## src/rtl/owbm_pkg.sv

```systemverilog
// Shared types and constants for the single-wire bus master.
// No dependencies; every other rtl file refers to this package by scoped names.
`default_nettype none

package owbm_pkg;

  localparam int unsigned ID_BITS_DEFAULT = 64;
  localparam int unsigned CFG_REGS        = 8;
  localparam int unsigned CFG_ADDR_W      = 3;
  localparam int unsigned CFG_W           = 12;
  localparam int unsigned BC_W            = 7;
  localparam int unsigned READ_W          = 64;

  localparam logic [CFG_W-1:0] READ_RECOVERY = 12'd60;
  localparam logic [7:0]       READ_ROM_CMD  = 8'h33;
  localparam logic [7:0]       CLOSING_BYTE  = 8'h00;

  // configuration register indexes
  localparam logic [CFG_ADDR_W-1:0] CFG_RST_LOW   = 3'd0;
  localparam logic [CFG_ADDR_W-1:0] CFG_RST_REL   = 3'd1;
  localparam logic [CFG_ADDR_W-1:0] CFG_WR1_LOW   = 3'd2;
  localparam logic [CFG_ADDR_W-1:0] CFG_WR1_REL   = 3'd3;
  localparam logic [CFG_ADDR_W-1:0] CFG_WR0_LOW   = 3'd4;
  localparam logic [CFG_ADDR_W-1:0] CFG_WR0_REL   = 3'd5;
  localparam logic [CFG_ADDR_W-1:0] CFG_RD_LOW    = 3'd6;
  localparam logic [CFG_ADDR_W-1:0] CFG_RD_SAMPLE = 3'd7;

  typedef logic [CFG_W-1:0] cfg_word_t;
  typedef cfg_word_t [CFG_REGS-1:0] cfg_t;

  localparam cfg_t CFG_RESET = {12'd5, 12'd5, 12'd30, 12'd90,
                                12'd60, 12'd7, 12'd1090, 12'd500};

  typedef enum logic [2:0] {
    CMD_TICK       = 3'd0,
    CMD_RESET      = 3'd1,
    CMD_WRITE_BIT  = 3'd2,
    CMD_READ_BIT   = 3'd3,
    CMD_WRITE_BYTE = 3'd4,
    CMD_READ_BYTE  = 3'd5,
    CMD_READ_ID    = 3'd6
  } cmd_e;

  typedef enum logic [3:0] {
    PH_IDLE    = 4'd0,
    PH_RST_LOW = 4'd1,
    PH_RST_REL = 4'd2,
    PH_WR_LOW  = 4'd3,
    PH_WR_REL  = 4'd4,
    PH_RD_LOW  = 4'd5,
    PH_RD_WAIT = 4'd6,
    PH_RD_REC  = 4'd7
  } phase_e;

  typedef struct packed {
    logic              rejected;
    logic [READ_W-1:0] read_value;
    logic              done_res;
    logic              busy_res;
    logic              drive_low;
  } res_t;

endpackage

`default_nettype wire

```

## src/rtl/owbm_cfg_regs.sv

```systemverilog
// Timing configuration registers of the single-wire bus master.
// Depends on owbm_pkg for the register count, widths and reset values.
`default_nettype none

module owbm_cfg_regs (
  input  wire logic                             clk_i,
  input  wire logic                             rst_ni,
  input  wire logic                             cfg_valid_i,
  output logic                                  cfg_ready_o,
  input  wire logic [owbm_pkg::CFG_ADDR_W-1:0]  cfg_addr_i,
  input  wire logic [owbm_pkg::CFG_W-1:0]       cfg_data_i,
  output owbm_pkg::cfg_t                        cfg_o
);

  owbm_pkg::cfg_t regs_q, regs_d;

  assign cfg_ready_o = 1'b1;

  always_comb begin
    regs_d = regs_q;
    if (cfg_valid_i) begin
      regs_d[cfg_addr_i] = cfg_data_i;
    end
  end

  always_ff @(posedge clk_i or negedge rst_ni) begin
    if (!rst_ni) begin
      regs_q <= owbm_pkg::CFG_RESET;
    end else begin
      regs_q <= regs_d;
    end
  end

  assign cfg_o = regs_q;

endmodule

`default_nettype wire

```

## src/rtl/owbm_engine.sv

```systemverilog
// Per-tick sequencer of the single-wire bus master: command state, slot timer,
// bit counter and shift registers. Depends on owbm_pkg.
`default_nettype none

module owbm_engine #(
  parameter int unsigned ID_BITS = owbm_pkg::ID_BITS_DEFAULT
) (
  input  wire logic                clk_i,
  input  wire logic                rst_ni,
  input  wire logic                step_en_i,
  input  wire logic [2:0]          action_i,
  input  wire logic [7:0]          data_byte_i,
  input  wire logic                line_level_i,
  input  wire owbm_pkg::cfg_t      cfg_i,
  output owbm_pkg::res_t           res_o
);

  localparam int unsigned BC_W = owbm_pkg::BC_W;
  localparam int unsigned TW   = owbm_pkg::CFG_W;
  localparam logic [BC_W-1:0] BC_CLOSE    = BC_W'(8 + ID_BITS);
  localparam logic [BC_W-1:0] BC_ID_TOTAL = BC_W'(16 + ID_BITS);

  typedef struct packed {
    owbm_pkg::phase_e ph;
    logic [TW-1:0]    tmr;
    logic [7:0]       ws;
  } slot_t;

  owbm_pkg::phase_e            phase_q, phase_d, phase_act;
  owbm_pkg::cmd_e              cmd_q, cmd_d;
  logic [TW-1:0]               timer_q, timer_d;
  logic [BC_W-1:0]             bc_q, bc_d;
  logic [7:0]                  ws_q, ws_d;
  logic [owbm_pkg::READ_W-1:0] rs_q, rs_d;
  logic                        fin, rej;

  function automatic logic [TW-1:0] dur(input logic [TW-1:0] v);
    return (v == '0) ? TW'(1) : v;
  endfunction

  function automatic logic [BC_W-1:0] slot_total(input owbm_pkg::cmd_e c);
    logic [BC_W-1:0] n;
    case (c)
      owbm_pkg::CMD_WRITE_BIT, owbm_pkg::CMD_READ_BIT:   n = BC_W'(1);
      owbm_pkg::CMD_WRITE_BYTE, owbm_pkg::CMD_READ_BYTE: n = BC_W'(8);
      owbm_pkg::CMD_READ_ID:                             n = BC_ID_TOTAL;
      default:                                           n = '0;
    endcase
    return n;
  endfunction

  function automatic logic slot_is_write(input owbm_pkg::cmd_e c,
                                         input logic [BC_W-1:0] b);
    return (c == owbm_pkg::CMD_WRITE_BIT) || (c == owbm_pkg::CMD_WRITE_BYTE) ||
           ((c == owbm_pkg::CMD_READ_ID) && ((b < BC_W'(8)) || (b >= BC_CLOSE)));
  endfunction

  function automatic logic write_bit_now(input owbm_pkg::cmd_e c,
                                         input logic [BC_W-1:0] b,
                                         input logic [7:0] w);
    logic [BC_W-1:0] idx;
    idx = b;
    if ((c == owbm_pkg::CMD_READ_ID) && (b >= BC_CLOSE)) begin
      idx = b - BC_CLOSE;
    end
    return w[idx[2:0]];
  endfunction

  // open the next bit slot: write slots pick their low time from the bit value
  function automatic slot_t begin_slot(input owbm_pkg::cmd_e c,
                                       input logic [BC_W-1:0] b,
                                       input logic [7:0] w,
                                       input owbm_pkg::cfg_t cf);
    slot_t s;
    s.ws = w;
    if ((c == owbm_pkg::CMD_READ_ID) && (b == BC_CLOSE)) begin
      s.ws = owbm_pkg::CLOSING_BYTE;
    end
    if (slot_is_write(c, b)) begin
      s.ph  = owbm_pkg::PH_WR_LOW;
      s.tmr = write_bit_now(c, b, s.ws) ? dur(cf[owbm_pkg::CFG_WR1_LOW])
                                        : dur(cf[owbm_pkg::CFG_WR0_LOW]);
    end else begin
      s.ph  = owbm_pkg::PH_RD_LOW;
      s.tmr = dur(cf[owbm_pkg::CFG_RD_LOW]);
    end
    return s;
  endfunction

  // next state
  always_comb begin
    slot_t           sl;
    logic [BC_W-1:0] idx;
    phase_d = phase_q;
    cmd_d   = cmd_q;
    timer_d = timer_q;
    bc_d    = bc_q;
    ws_d    = ws_q;
    rs_d    = rs_q;
    fin     = 1'b0;
    rej     = 1'b0;
    sl      = '0;
    idx     = '0;

    if ((action_i >= owbm_pkg::CMD_RESET) && (action_i <= owbm_pkg::CMD_READ_ID)) begin
      if (phase_q == owbm_pkg::PH_IDLE) begin
        cmd_d = owbm_pkg::cmd_e'(action_i);
        bc_d  = '0;
        rs_d  = '0;
        ws_d  = (cmd_d == owbm_pkg::CMD_READ_ID) ? owbm_pkg::READ_ROM_CMD : data_byte_i;
        if ((cmd_d == owbm_pkg::CMD_RESET) || (cmd_d == owbm_pkg::CMD_READ_ID)) begin
          phase_d = owbm_pkg::PH_RST_LOW;
          timer_d = dur(cfg_i[owbm_pkg::CFG_RST_LOW]);
        end else begin
          sl      = begin_slot(cmd_d, bc_d, ws_d, cfg_i);
          phase_d = sl.ph;
          timer_d = sl.tmr;
          ws_d    = sl.ws;
        end
      end else begin
        rej = 1'b1;
      end
    end

    phase_act = phase_d;

    if (phase_act != owbm_pkg::PH_IDLE) begin
      // sample once, on the first recovery tick
      if ((phase_act == owbm_pkg::PH_RD_REC) && (timer_d == owbm_pkg::READ_RECOVERY) &&
          line_level_i) begin
        idx = (cmd_d == owbm_pkg::CMD_READ_ID) ? bc_d - BC_W'(8) : bc_d;
        rs_d[idx[5:0]] = 1'b1;
      end
      if (timer_d != '0) begin
        timer_d = timer_d - TW'(1);
      end
      if (timer_d == '0) begin
        case (phase_act)
          owbm_pkg::PH_RST_LOW: begin
            phase_d = owbm_pkg::PH_RST_REL;
            timer_d = dur(cfg_i[owbm_pkg::CFG_RST_REL]);
          end
          owbm_pkg::PH_WR_LOW: begin
            phase_d = owbm_pkg::PH_WR_REL;
            timer_d = write_bit_now(cmd_d, bc_d, ws_d) ? dur(cfg_i[owbm_pkg::CFG_WR1_REL])
                                                       : dur(cfg_i[owbm_pkg::CFG_WR0_REL]);
          end
          owbm_pkg::PH_RD_LOW: begin
            phase_d = owbm_pkg::PH_RD_WAIT;
            timer_d = dur(cfg_i[owbm_pkg::CFG_RD_SAMPLE]);
          end
          owbm_pkg::PH_RD_WAIT: begin
            phase_d = owbm_pkg::PH_RD_REC;
            timer_d = owbm_pkg::READ_RECOVERY;
          end
          owbm_pkg::PH_RST_REL, owbm_pkg::PH_WR_REL, owbm_pkg::PH_RD_REC: begin
            if (phase_act != owbm_pkg::PH_RST_REL) begin
              bc_d = bc_d + BC_W'(1);
            end
            if (bc_d < slot_total(cmd_d)) begin
              sl      = begin_slot(cmd_d, bc_d, ws_d, cfg_i);
              phase_d = sl.ph;
              timer_d = sl.tmr;
              ws_d    = sl.ws;
            end else begin
              phase_d = owbm_pkg::PH_IDLE;
              fin     = 1'b1;
            end
          end
          default: phase_d = owbm_pkg::PH_IDLE;
        endcase
      end
    end
  end

  // outputs
  always_comb begin
    res_o.drive_low  = (phase_act == owbm_pkg::PH_RST_LOW) ||
                       (phase_act == owbm_pkg::PH_WR_LOW) ||
                       (phase_act == owbm_pkg::PH_RD_LOW);
    res_o.busy_res   = (phase_act != owbm_pkg::PH_IDLE);
    res_o.done_res   = fin;
    res_o.read_value = rs_d;
    res_o.rejected   = rej;
  end

  always_ff @(posedge clk_i or negedge rst_ni) begin
    if (!rst_ni) begin
      phase_q <= owbm_pkg::PH_IDLE;
      cmd_q   <= owbm_pkg::CMD_TICK;
      timer_q <= '0;
      bc_q    <= '0;
      ws_q    <= '0;
      rs_q    <= '0;
    end else if (step_en_i) begin
      phase_q <= phase_d;
      cmd_q   <= cmd_d;
      timer_q <= timer_d;
      bc_q    <= bc_d;
      ws_q    <= ws_d;
      rs_q    <= rs_d;
    end
  end

  a_done_is_busy: assert property (@(posedge clk_i) disable iff (!rst_ni)
    step_en_i && res_o.done_res |-> res_o.busy_res)
    else $error("done without busy");

  a_reject_only_busy: assert property (@(posedge clk_i) disable iff (!rst_ni)
    step_en_i && res_o.rejected |-> phase_q != owbm_pkg::PH_IDLE)
    else $error("command rejected while idle");

  a_timer_armed: assert property (@(posedge clk_i) disable iff (!rst_ni)
    step_en_i && phase_d != owbm_pkg::PH_IDLE |=> timer_q != '0)
    else $error("active phase with empty timer");

  a_bc_bound: assert property (@(posedge clk_i) disable iff (!rst_ni)
    bc_q <= BC_ID_TOTAL)
    else $error("bit counter past last slot");

endmodule

`default_nettype wire

```

## src/rtl/one_wire_bus_master.sv

```systemverilog
// Top level of the single-wire bus master: stream ports, input and result registers.
// Depends on owbm_pkg, owbm_cfg_regs and owbm_engine.
`default_nettype none

// Each input transfer is one microsecond tick of bus time and yields exactly one
// result transfer. A new tick is taken every clock cycle while the result side
// does not stall; its result passes through the input register, one step of the
// slot sequencer, then the result register. Backpressure on the result side
// stalls the input side once both registers are full. Commands start only when
// idle; one arriving while a command runs is flagged as rejected.
// The user writes timing registers through the cfg port only while no tick is in
// flight; the block itself does not enforce this.
module one_wire_bus_master #(
  parameter int unsigned ID_BITS = owbm_pkg::ID_BITS_DEFAULT
) (
  input  wire logic                            clk_i,
  input  wire logic                            rst_ni,
  input  wire logic                            s_axis_tvalid,
  output logic                                 s_axis_tready,
  // [2:0] action, [10:3] data_byte, [11] line_level, [15:12] zero
  input  wire logic [15:0]                     s_axis_tdata,
  output logic                                 m_axis_tvalid,
  input  wire logic                            m_axis_tready,
  // [0] drive_low, [1] busy_res, [2] done_res, [66:3] read_value, [67] rejected,
  // [71:68] zero
  output logic [71:0]                          m_axis_tdata,
  input  wire logic                            cfg_valid_i,
  output logic                                 cfg_ready_o,
  input  wire logic [owbm_pkg::CFG_ADDR_W-1:0] cfg_addr_i,
  input  wire logic [owbm_pkg::CFG_W-1:0]      cfg_data_i
);

  owbm_pkg::cfg_t cfg;
  owbm_pkg::res_t res;

  logic        in_valid_q, in_valid_d;
  logic [11:0] in_data_q;
  logic        out_valid_q, out_valid_d;
  owbm_pkg::res_t out_res_q;
  logic        step_en, in_accept;

  assign step_en       = in_valid_q && (!out_valid_q || m_axis_tready);
  assign s_axis_tready = !in_valid_q || step_en;
  assign in_accept     = s_axis_tvalid && s_axis_tready;

  always_comb begin
    in_valid_d = in_valid_q;
    if (in_accept) begin
      in_valid_d = 1'b1;
    end else if (step_en) begin
      in_valid_d = 1'b0;
    end
    out_valid_d = out_valid_q;
    if (step_en) begin
      out_valid_d = 1'b1;
    end else if (m_axis_tready) begin
      out_valid_d = 1'b0;
    end
  end

  always_ff @(posedge clk_i or negedge rst_ni) begin
    if (!rst_ni) begin
      in_valid_q  <= 1'b0;
      out_valid_q <= 1'b0;
    end else begin
      in_valid_q  <= in_valid_d;
      out_valid_q <= out_valid_d;
    end
  end

  // payload registers: hold unless a transfer moves them
  always_ff @(posedge clk_i) begin
    if (in_accept) begin
      in_data_q <= s_axis_tdata[11:0];
    end
    if (step_en) begin
      out_res_q <= res;
    end
  end

  owbm_cfg_regs u_cfg (
    .clk_i       (clk_i),
    .rst_ni      (rst_ni),
    .cfg_valid_i (cfg_valid_i),
    .cfg_ready_o (cfg_ready_o),
    .cfg_addr_i  (cfg_addr_i),
    .cfg_data_i  (cfg_data_i),
    .cfg_o       (cfg)
  );

  owbm_engine #(
    .ID_BITS (ID_BITS)
  ) u_engine (
    .clk_i        (clk_i),
    .rst_ni       (rst_ni),
    .step_en_i    (step_en),
    .action_i     (in_data_q[2:0]),
    .data_byte_i  (in_data_q[10:3]),
    .line_level_i (in_data_q[11]),
    .cfg_i        (cfg),
    .res_o        (res)
  );

  assign m_axis_tvalid = out_valid_q;
  assign m_axis_tdata  = {4'b0000, out_res_q.rejected, out_res_q.read_value,
                          out_res_q.done_res, out_res_q.busy_res, out_res_q.drive_low};

endmodule

`default_nettype wire

```

## config.mk

```make
export PLATFORM = sky130hd
export DESIGN_NAME = one_wire_bus_master
export DESIGN_NICKNAME = d
export VERILOG_FILES = /design/src/rtl/owbm_pkg.sv /design/src/rtl/owbm_cfg_regs.sv /design/src/rtl/owbm_engine.sv /design/src/rtl/one_wire_bus_master.sv
export SDC_FILE = /design/constraint.sdc
export NUM_CORES = 1
export LEC_CHECK = 0
export ABC_CLOCK_PERIOD_IN_PS = 4650
export BUFFER_PORTS_ARGS = -buffer_cell sky130_fd_sc_hd__buf_2
export CAP_MARGIN = 20
export CORE_MARGIN = 1
export CORE_UTILIZATION = 30
export DETAILED_ROUTE_END_ITERATION = 7
export GPL_TIMING_DRIVEN = 0
export SYNTH_ARGS = -nofsm -noshare
export SYNTH_HDL_FRONTEND = slang
export SYNTH_SLANG_ARGS = --single-unit
```

## constraint.sdc

```tcl
create_clock -name clk_i -period 4.65 [get_ports clk_i]
set_input_delay 0.2325 -clock clk_i [delete_from_list [all_inputs] [get_ports clk_i]]
set_output_delay 0.2325 -clock clk_i [all_outputs]
set_load 0.1 [all_outputs]
```

Word level (Yosys, flattened, before mapping)
Index checks and enable logic that the tools add are counted.

word-level totals
  logic and storage cells = 186
  bits of input ports = 36
  register bits = 276

cells by class
  equality and inequality tests = 19
  reductions and logical operators = 41
  $add $sub $neg = 5
  $lt $le $gt $ge = 12
  muxes and demuxes = 86
  bitwise gates (word level) = 1

operators by type and width
  operator                 count
  $mux W64                 4
  $mux W12                 20
  $logic_not A12 Y1        9
  $bwmux W96               1
  $mux W8                  12
  $mux W7                  12
  $or A64 B64 Y64          1
  $pmux W12 S5             1
  $mux W3                  13
  $demux W12 S3            1
  $mux W15                 2
  $pmux W7 S3              1
  $mux W4                  5
  $pmux W4 S5              1
  $eq A4 B3 Y1 const B     4
  $eq A3 B3 Y1 const B     5
  $ge A7 B7 Y1 const B     2
  $eq A12 B6 Y1 const B    1
  $lt A3 B4 Y1 const B     3
  $reduce_bool A12 Y1      1
  $sub A12 B1 Y12 const B  1
  $logic_and A1 B1 Y1      11
  $logic_or A1 B1 Y1       10
  $eq A3 B2 Y1 const B     3
  other kinds (25)         40

Depth between registers and ports, before layout
  depth after elaboration = 30
  depth in mapped cells = 23
  gate-level depth less buffers = 19

Hierarchy
Synthesis repeated with hierarchy kept, for this count alone.

unflattened totals
  cells, all modules = 1299
  area total of the unflattened synthesis = 14022.2 um^2

by module, submodules not included
  module               times used  seq. area each (um^2)  area an instance (um^2)  cells an instance
  owbm_engine          1           2452.4                 7772.5                   996
  owbm_cfg_regs        1           2437.3                 3709.8                   210
  one_wire_bus_master  1           2452.4                 2539.9                   93

Worst setup path after synthesis
No wires, ideal clock.

  path kind = reg2reg
  start = register in_data_q[2]
  end = register u_engine.timer_q[7]
  stages on the path, launching flop included = 22
  period minus slack after synthesis = 4.945 ns
  library setup time = 0.249 ns
  arrival = 4.695 ns
  path buffers = 7
  path slack = -0.295 ns
  cells stage by stage = edfxtp_1 buf_2 or3_1 buf_2 nand3_1 clkbuf_1 clkbuf_1 clkbuf_1 buf_1 and2_1 ha_1 and4_1 a21oi_1 nor4_1 nor3_1 xnor2_1 a221oi_1 nand2b_1 buf_2 o221ai_1 a211oi_1 a21oi_1

between the ends
  word-level cells in the longest chain between the ends = 28
  elaborated cells on any way between the ends = 95

ends and longest elaborated chain
  item                                                                    RTL line                   text
  from (decl)                                                             one_wire_bus_master.sv:37  logic [11:0] in_data_q;
  from (signal assigned)                                                  one_wire_bus_master.sv:74  in_data_q <= s_axis_tdata[11:0];
  parallel branches: the longest is 27 deep, another holds $add A7 B1 Y7  --
  $mux W12 *                                                              owbm_engine.sv:127         if (phase_act != owbm_pkg::PH_IDLE) begin
  to (signal assigned)                                                    owbm_engine.sv:198         timer_q <= timer_d;
  to (decl)                                                               owbm_engine.sv:31          logic [TW-1:0] timer_q, timer_d;

Mark *: on every way between the ends. The select of a mux whose other input is x is not followed.
A chain may end at the register's enable or synchronous reset.

Final worst setup path
  start = register u_engine.phase_q[3]
  end = register u_engine.timer_q[7]

between the ends
  word-level cells in the longest chain between the ends = 24
  elaborated cells on any way between the ends = 82

ends and longest elaborated chain
  item                                           RTL line                                text
  from (decl)                                    owbm_engine.sv:29                       owbm_pkg::phase_e phase_q, phase_d, phase_act;
  from (signal assigned)                         owbm_engine.sv:189                      phase_q <= owbm_pkg::PH_IDLE;
  from (signal assigned)                         owbm_engine.sv:196                      phase_q <= phase_d;
  $logic_not A4 Y1                               owbm_engine.sv:106                      if (phase_q == owbm_pkg::PH_IDLE) begin
  $mux W7 or $mux W4 (tied branches)             owbm_engine.sv:106
  $mux W7 or $mux W4 (tied branches)             owbm_engine.sv:105                      if ((action_i >= owbm_pkg::CMD_RESET) && (action_i <= owbm_pkg::CMD_READ_ID)) begin
  $add A7 B1 Y7 or $ne A4 B2 Y1 (tied branches)  owbm_engine.sv:158, owbm_engine.sv:157
  $mux W7                                        owbm_engine.sv:157                      if (phase_act != owbm_pkg::PH_RST_REL) begin
  $mux W7                                        owbm_engine.sv:138                      case (phase_act)
  $mux W7                                        owbm_engine.sv:137                      if (timer_d == '0) begin
  $mux W7                                        owbm_engine.sv:127
  (+8 left out)                                  --
  $bmux W1 S3                                    owbm_engine.sv:66                       return w[idx[2:0]];
  $mux W1 (implied by the code)                  owbm_engine.sv:66
  $mux W12                                       owbm_engine.sv:81                       s.tmr = write_bit_now(c, b, s.ws) ? dur(cf[owbm_pkg::CFG_WR1_LOW])
  $mux W15                                       owbm_engine.sv:79                       if (slot_is_write(c, b)) begin
  $mux W12                                       owbm_engine.sv:160                      if (bc_d < slot_total(cmd_d)) begin
  $pmux W12 S5                                   owbm_engine.sv:138
  $mux W12                                       owbm_engine.sv:137
  $mux W12 *                                     owbm_engine.sv:127

Every way passes the cells marked *; elsewhere a longest branch is shown, timed or not. The select of a mux whose other input is x is not followed.

==> impl_metrics.csv <==
group,metric,value,unit
cts,cts-buffers-inserted,31,
timing,portion_of_the_clock_cycle_consumed_by_the_worst_path_in_the_final_layout,98.8,%
logic_synthesis,synthArstFlopShare,71.0,%
logic_synthesis,yosysTopAreaCellShare,29.3,%
logic_synthesis,synth-warning-count,0,
run_status,failed_checks,"DRC",
logic_synthesis,synth_seq_cells,276,
floorplan,io-pin-count,111,
floorplan,die-area,48700,um2
logic_synthesis,synthFlopType,"dfrtp_1",
global_routing,grt_first_pass_wirelength,69700,um
run,cap_violations,0,
cts,tritoncts_clock_tree,"yes",
floorplan,rows,79,
cells_and_area,post_route_cells_drive_above_1_share,29.1,%
floorplan,placeableCoreArea,46900,um2
routing,count_of_routing_violations_after_the_opening_detailed_route_iteration,937,
power_and_ir_drop,design_power_total,6.87,mW
floorplan,initial_utilization,30.6,%
routing,routed-via-count,11700,
timing,rsz0062_at_grt,"true",
min_path,hold_path.class,"in2reg",
place,dp_cells,2042,
critical_path,critical_path.n_buffers_inverters,5,
cts,tritoncts_num_sinks,276,
timing,finalSetupViolCount,0,
global_routing,antenna_violations_before_repair,0,
floorplan,dieHeight,221,um
cts,clock_latency,610,ps
timing,slew-limit-headroom,24.9,%
critical_path,worstPathCellList,"buf_6, nor4_4, nand3_4, clkbuf_16, clkbuf_8, clkbuf_16, buf_6, and2_1, ha_1, and4_4, and3_4, nor4_4, nor3_2, xnor2_2, a221oi_4, nand2b_4, o221ai_2, a211oi_2, a21oi_1",
logic_synthesis,synth_cell_types,89,
critical_path,critical_path_required,5100,ps
timing,hold_viol,0,
critical_path,regToRegSetupSlack,60,ps
routing,per_cell_routed_wire_length,21.1,um
timing,final.min_clock_period,4590,ps
cells_and_area,ant_cells,0,
global_routing,grt_start_max_net_pins,108,
routing,route.detailed.drc,12,
cts,ctsRootBufferMaster,"clkbuf_16",
timing,clock-skew-final,29.9,ps
critical_path,worst-setup-path-type,"reg2reg",
cts,clock_path_buffers,3,
routing,detail_route.first_pass.iterations,8,
cells_and_area,nFillCells,4675,
global_routing,grt_overflow_total,0,
cells_and_area,post_layout_nonfiller_instances,2144,
critical_path,crit_path_start_kind,"flip-flop",
global_routing,grt_pass1_vias,11600,
timing,clock.fmax,218,MHz
critical_path,end_kind,"flip-flop",
logic_synthesis,number_of_instances_in_the_synthesized_netlist,1329,
critical_path,critPathMaxStageDelay,430,ps
logic_synthesis,syn-cell-area,14300,um2
critical_path,critPathMaxFanout,10,
place,dp_hpwl,32400,um
floorplan,die-width,221,um
logic_synthesis,postSynthAreaPerCell,10.8,um2
routing,via_per_inst,5.46,
logic_synthesis,synth_top_cell_by_area,"dfrtp_1",
cts,cts_clk_pin_slew_worst_paths,70,ps
power_and_ir_drop,p_per_area,390,nW/um2
logic_synthesis,synth-seq-area-share,51.2,%
logic_synthesis,ys_top_cells_by_area,"dfrtp_1 (29%), edfxtp_1 (17%), mux2_2 (9.0%)",
routing,antenna_violating_nets_post_route,0,
logic_synthesis,post-synth-top-count-cell,"dfrtp_1",
place,gp_congestion,0.926,
power_and_ir_drop,power.ir.vdd_worst,0.301,mV
timing,max_slew.worst_pin.slew,1120,ps
critical_path,cpMaxStageDelayCell,"a221oi_4",
cells_and_area,nNetsFinal,1555,
run_status,status,"finished with violations",
critical_path,cp_data_arrival_time,5040,ps
critical_path,worst_path_dominant_cell_family,"simple AND/OR/NAND/NOR gates",
logic_synthesis,synth_commonest_cells,"dfrtp_1 (168), nand2_1 (140), mux2_2 (115)",
cts,htree_num_levels,1,
global_routing,grt_usage,18.6,%
power_and_ir_drop,power_leakage,7.05,nW
routing,totalWireLength,45200,um
place,buffer_ports.inserted,101,
timing,max_transition_viols_final,0,
logic_synthesis,edff_count_synth,80,
cells_and_area,area.growth.synth_to_final,22.7,%
-- cell families (layout without fill, tap and decap cells) --
kind of cell,count (synthesis),in the layout,synth area share [%]
multiplexers,171,171,13.2
flip-flops,276,276,51.2
buffers and inverters,127,332,3.80
XOR/XNOR,6,6,0.419
other,2,5,0.0524
adder cells (fa/ha/maj),7,7,0.611
AND/OR/NAND/NOR,399,399,14.3
AO/OA/AOI/OAI,341,341,16.5
-- power breakdown --
part	internal [mW]	switching, mW	total [mW]
registers	2.81	0.247	3.06
logic	0.446	0.875	1.32
clock network	1.42	1.07	2.49
-- state kept, by name, summed over array words and instances, names as in the netlist --
name / flops
u_engine.cmd_q: 3
u_engine.phase_q: 4
u_cfg.cfg_o: 96
u_engine.timer_q: 12
in_data_q: 12
in_valid_q: 1
u_engine.ws_q: 8
u_engine.rs_q: 64
m_axis_tdata: 68
m_axis_tvalid: 1
u_engine.bc_q: 7
-- per-layer routing --
layer  vias up  share of wire [%]  track usage [%]
li1       5375                  -                -
met1      5811                 44             24.7
met2       422                 47             31.1
met3       101                5.5             2.47
met4         0                3.5             6.60
met5         -                  0                0
-- layout by cell type (no fill, tap or decap), drive strengths merged, types with 13 or more instances in the layout --
| master | instances |
|---|---|
| clkbuf | 89 |
| nand2 | 140 |
| inv | 37 |
| o31ai | 16 |
| buf | 174 |
| a22o | 50 |
| a21oi | 34 |
| dfrtp | 168 |
| dlygate4sd3 | 17 |
| nor2 | 73 |
| mux2i | 53 |
| a221oi | 14 |
| nor4 | 29 |
| a31oi | 27 |
| o21ai | 112 |
| and2 | 13 |
| nand3 | 21 |
| mux2 | 116 |
| dfstp | 28 |
| edfxtp | 80 |
| and3 | 16 |
| nor3 | 34 |
-- through the flow --
| stage | utilization [%] | hold slack [ps] | instance area [um2] | TNS [ps] | setup slack, ps |
|---|---|---|---|---|---|
| 2_1_floorplan | - | -63.1 | 14400 | 0 | 43.0 |
| 3_3_place_gp | 33.4 | 413 | 15600 | -133170 | -1870 |
| 3_5_place_dp | 33.5 | 288 | 15700 | -131490 | -1790 |
| 4_1_cts | 37.0 | 35.1 | 17300 | 0 | 8.99 |
| 5_1_grt | 37.6 | 34.7 | 17600 | -109 | -55.5 |
| 6_report | 37.6 | 44.0 | 17600 | 0 | 57.7 |
-- path summary, 6_finish.rpt --
path                                                  from                               to  depth (start not counted)
min                                          cfg_data_i[0]      u_cfg.cfg_o[60]$_DFFE_PN0P_                          2
min in group asynchronous                           rst_ni      u_cfg.cfg_o[71]$_DFFE_PN0P_                          2
min reg2reg                         in_valid_q$_DFFE_PN0P_        m_axis_tvalid$_DFFE_PN0P_                          1
max reg2reg                u_engine.phase_q[3]$_DFFE_PN0P_  u_engine.timer_q[7]$_DFFE_PN0P_                         19
max in group asynchronous                           rst_ni    u_engine.rs_q[22]$_DFFE_PN0P_                          3
max                        u_engine.phase_q[3]$_DFFE_PN0P_  u_engine.timer_q[7]$_DFFE_PN0P_                         19
-- timing repair --
action                                  4_1_cts  5_1_grt
setup buffers                                15       15
resized for setup                            73       42
cloned                                        0        0
endpoints found under the hold margin        83        0
endpoints found under the setup margin      160       65
hold buffers                                 17        0
pin swaps                                    20       18
-- area by class of cell --
class,instances,area [um2],share of cell area [%]
plain buffers,89,512,2.91
clock buffers,40,850,4.83
clock inverters,18,184,1.05
inverters,34,128,0.725
multi-input cells,929,6850,38.9
flip-flops and latches,276,7340,41.7
well taps,607,759,4.32
repair buffers,151,973,5.53
No activity file was read; power rests on OpenSTA's default activity.
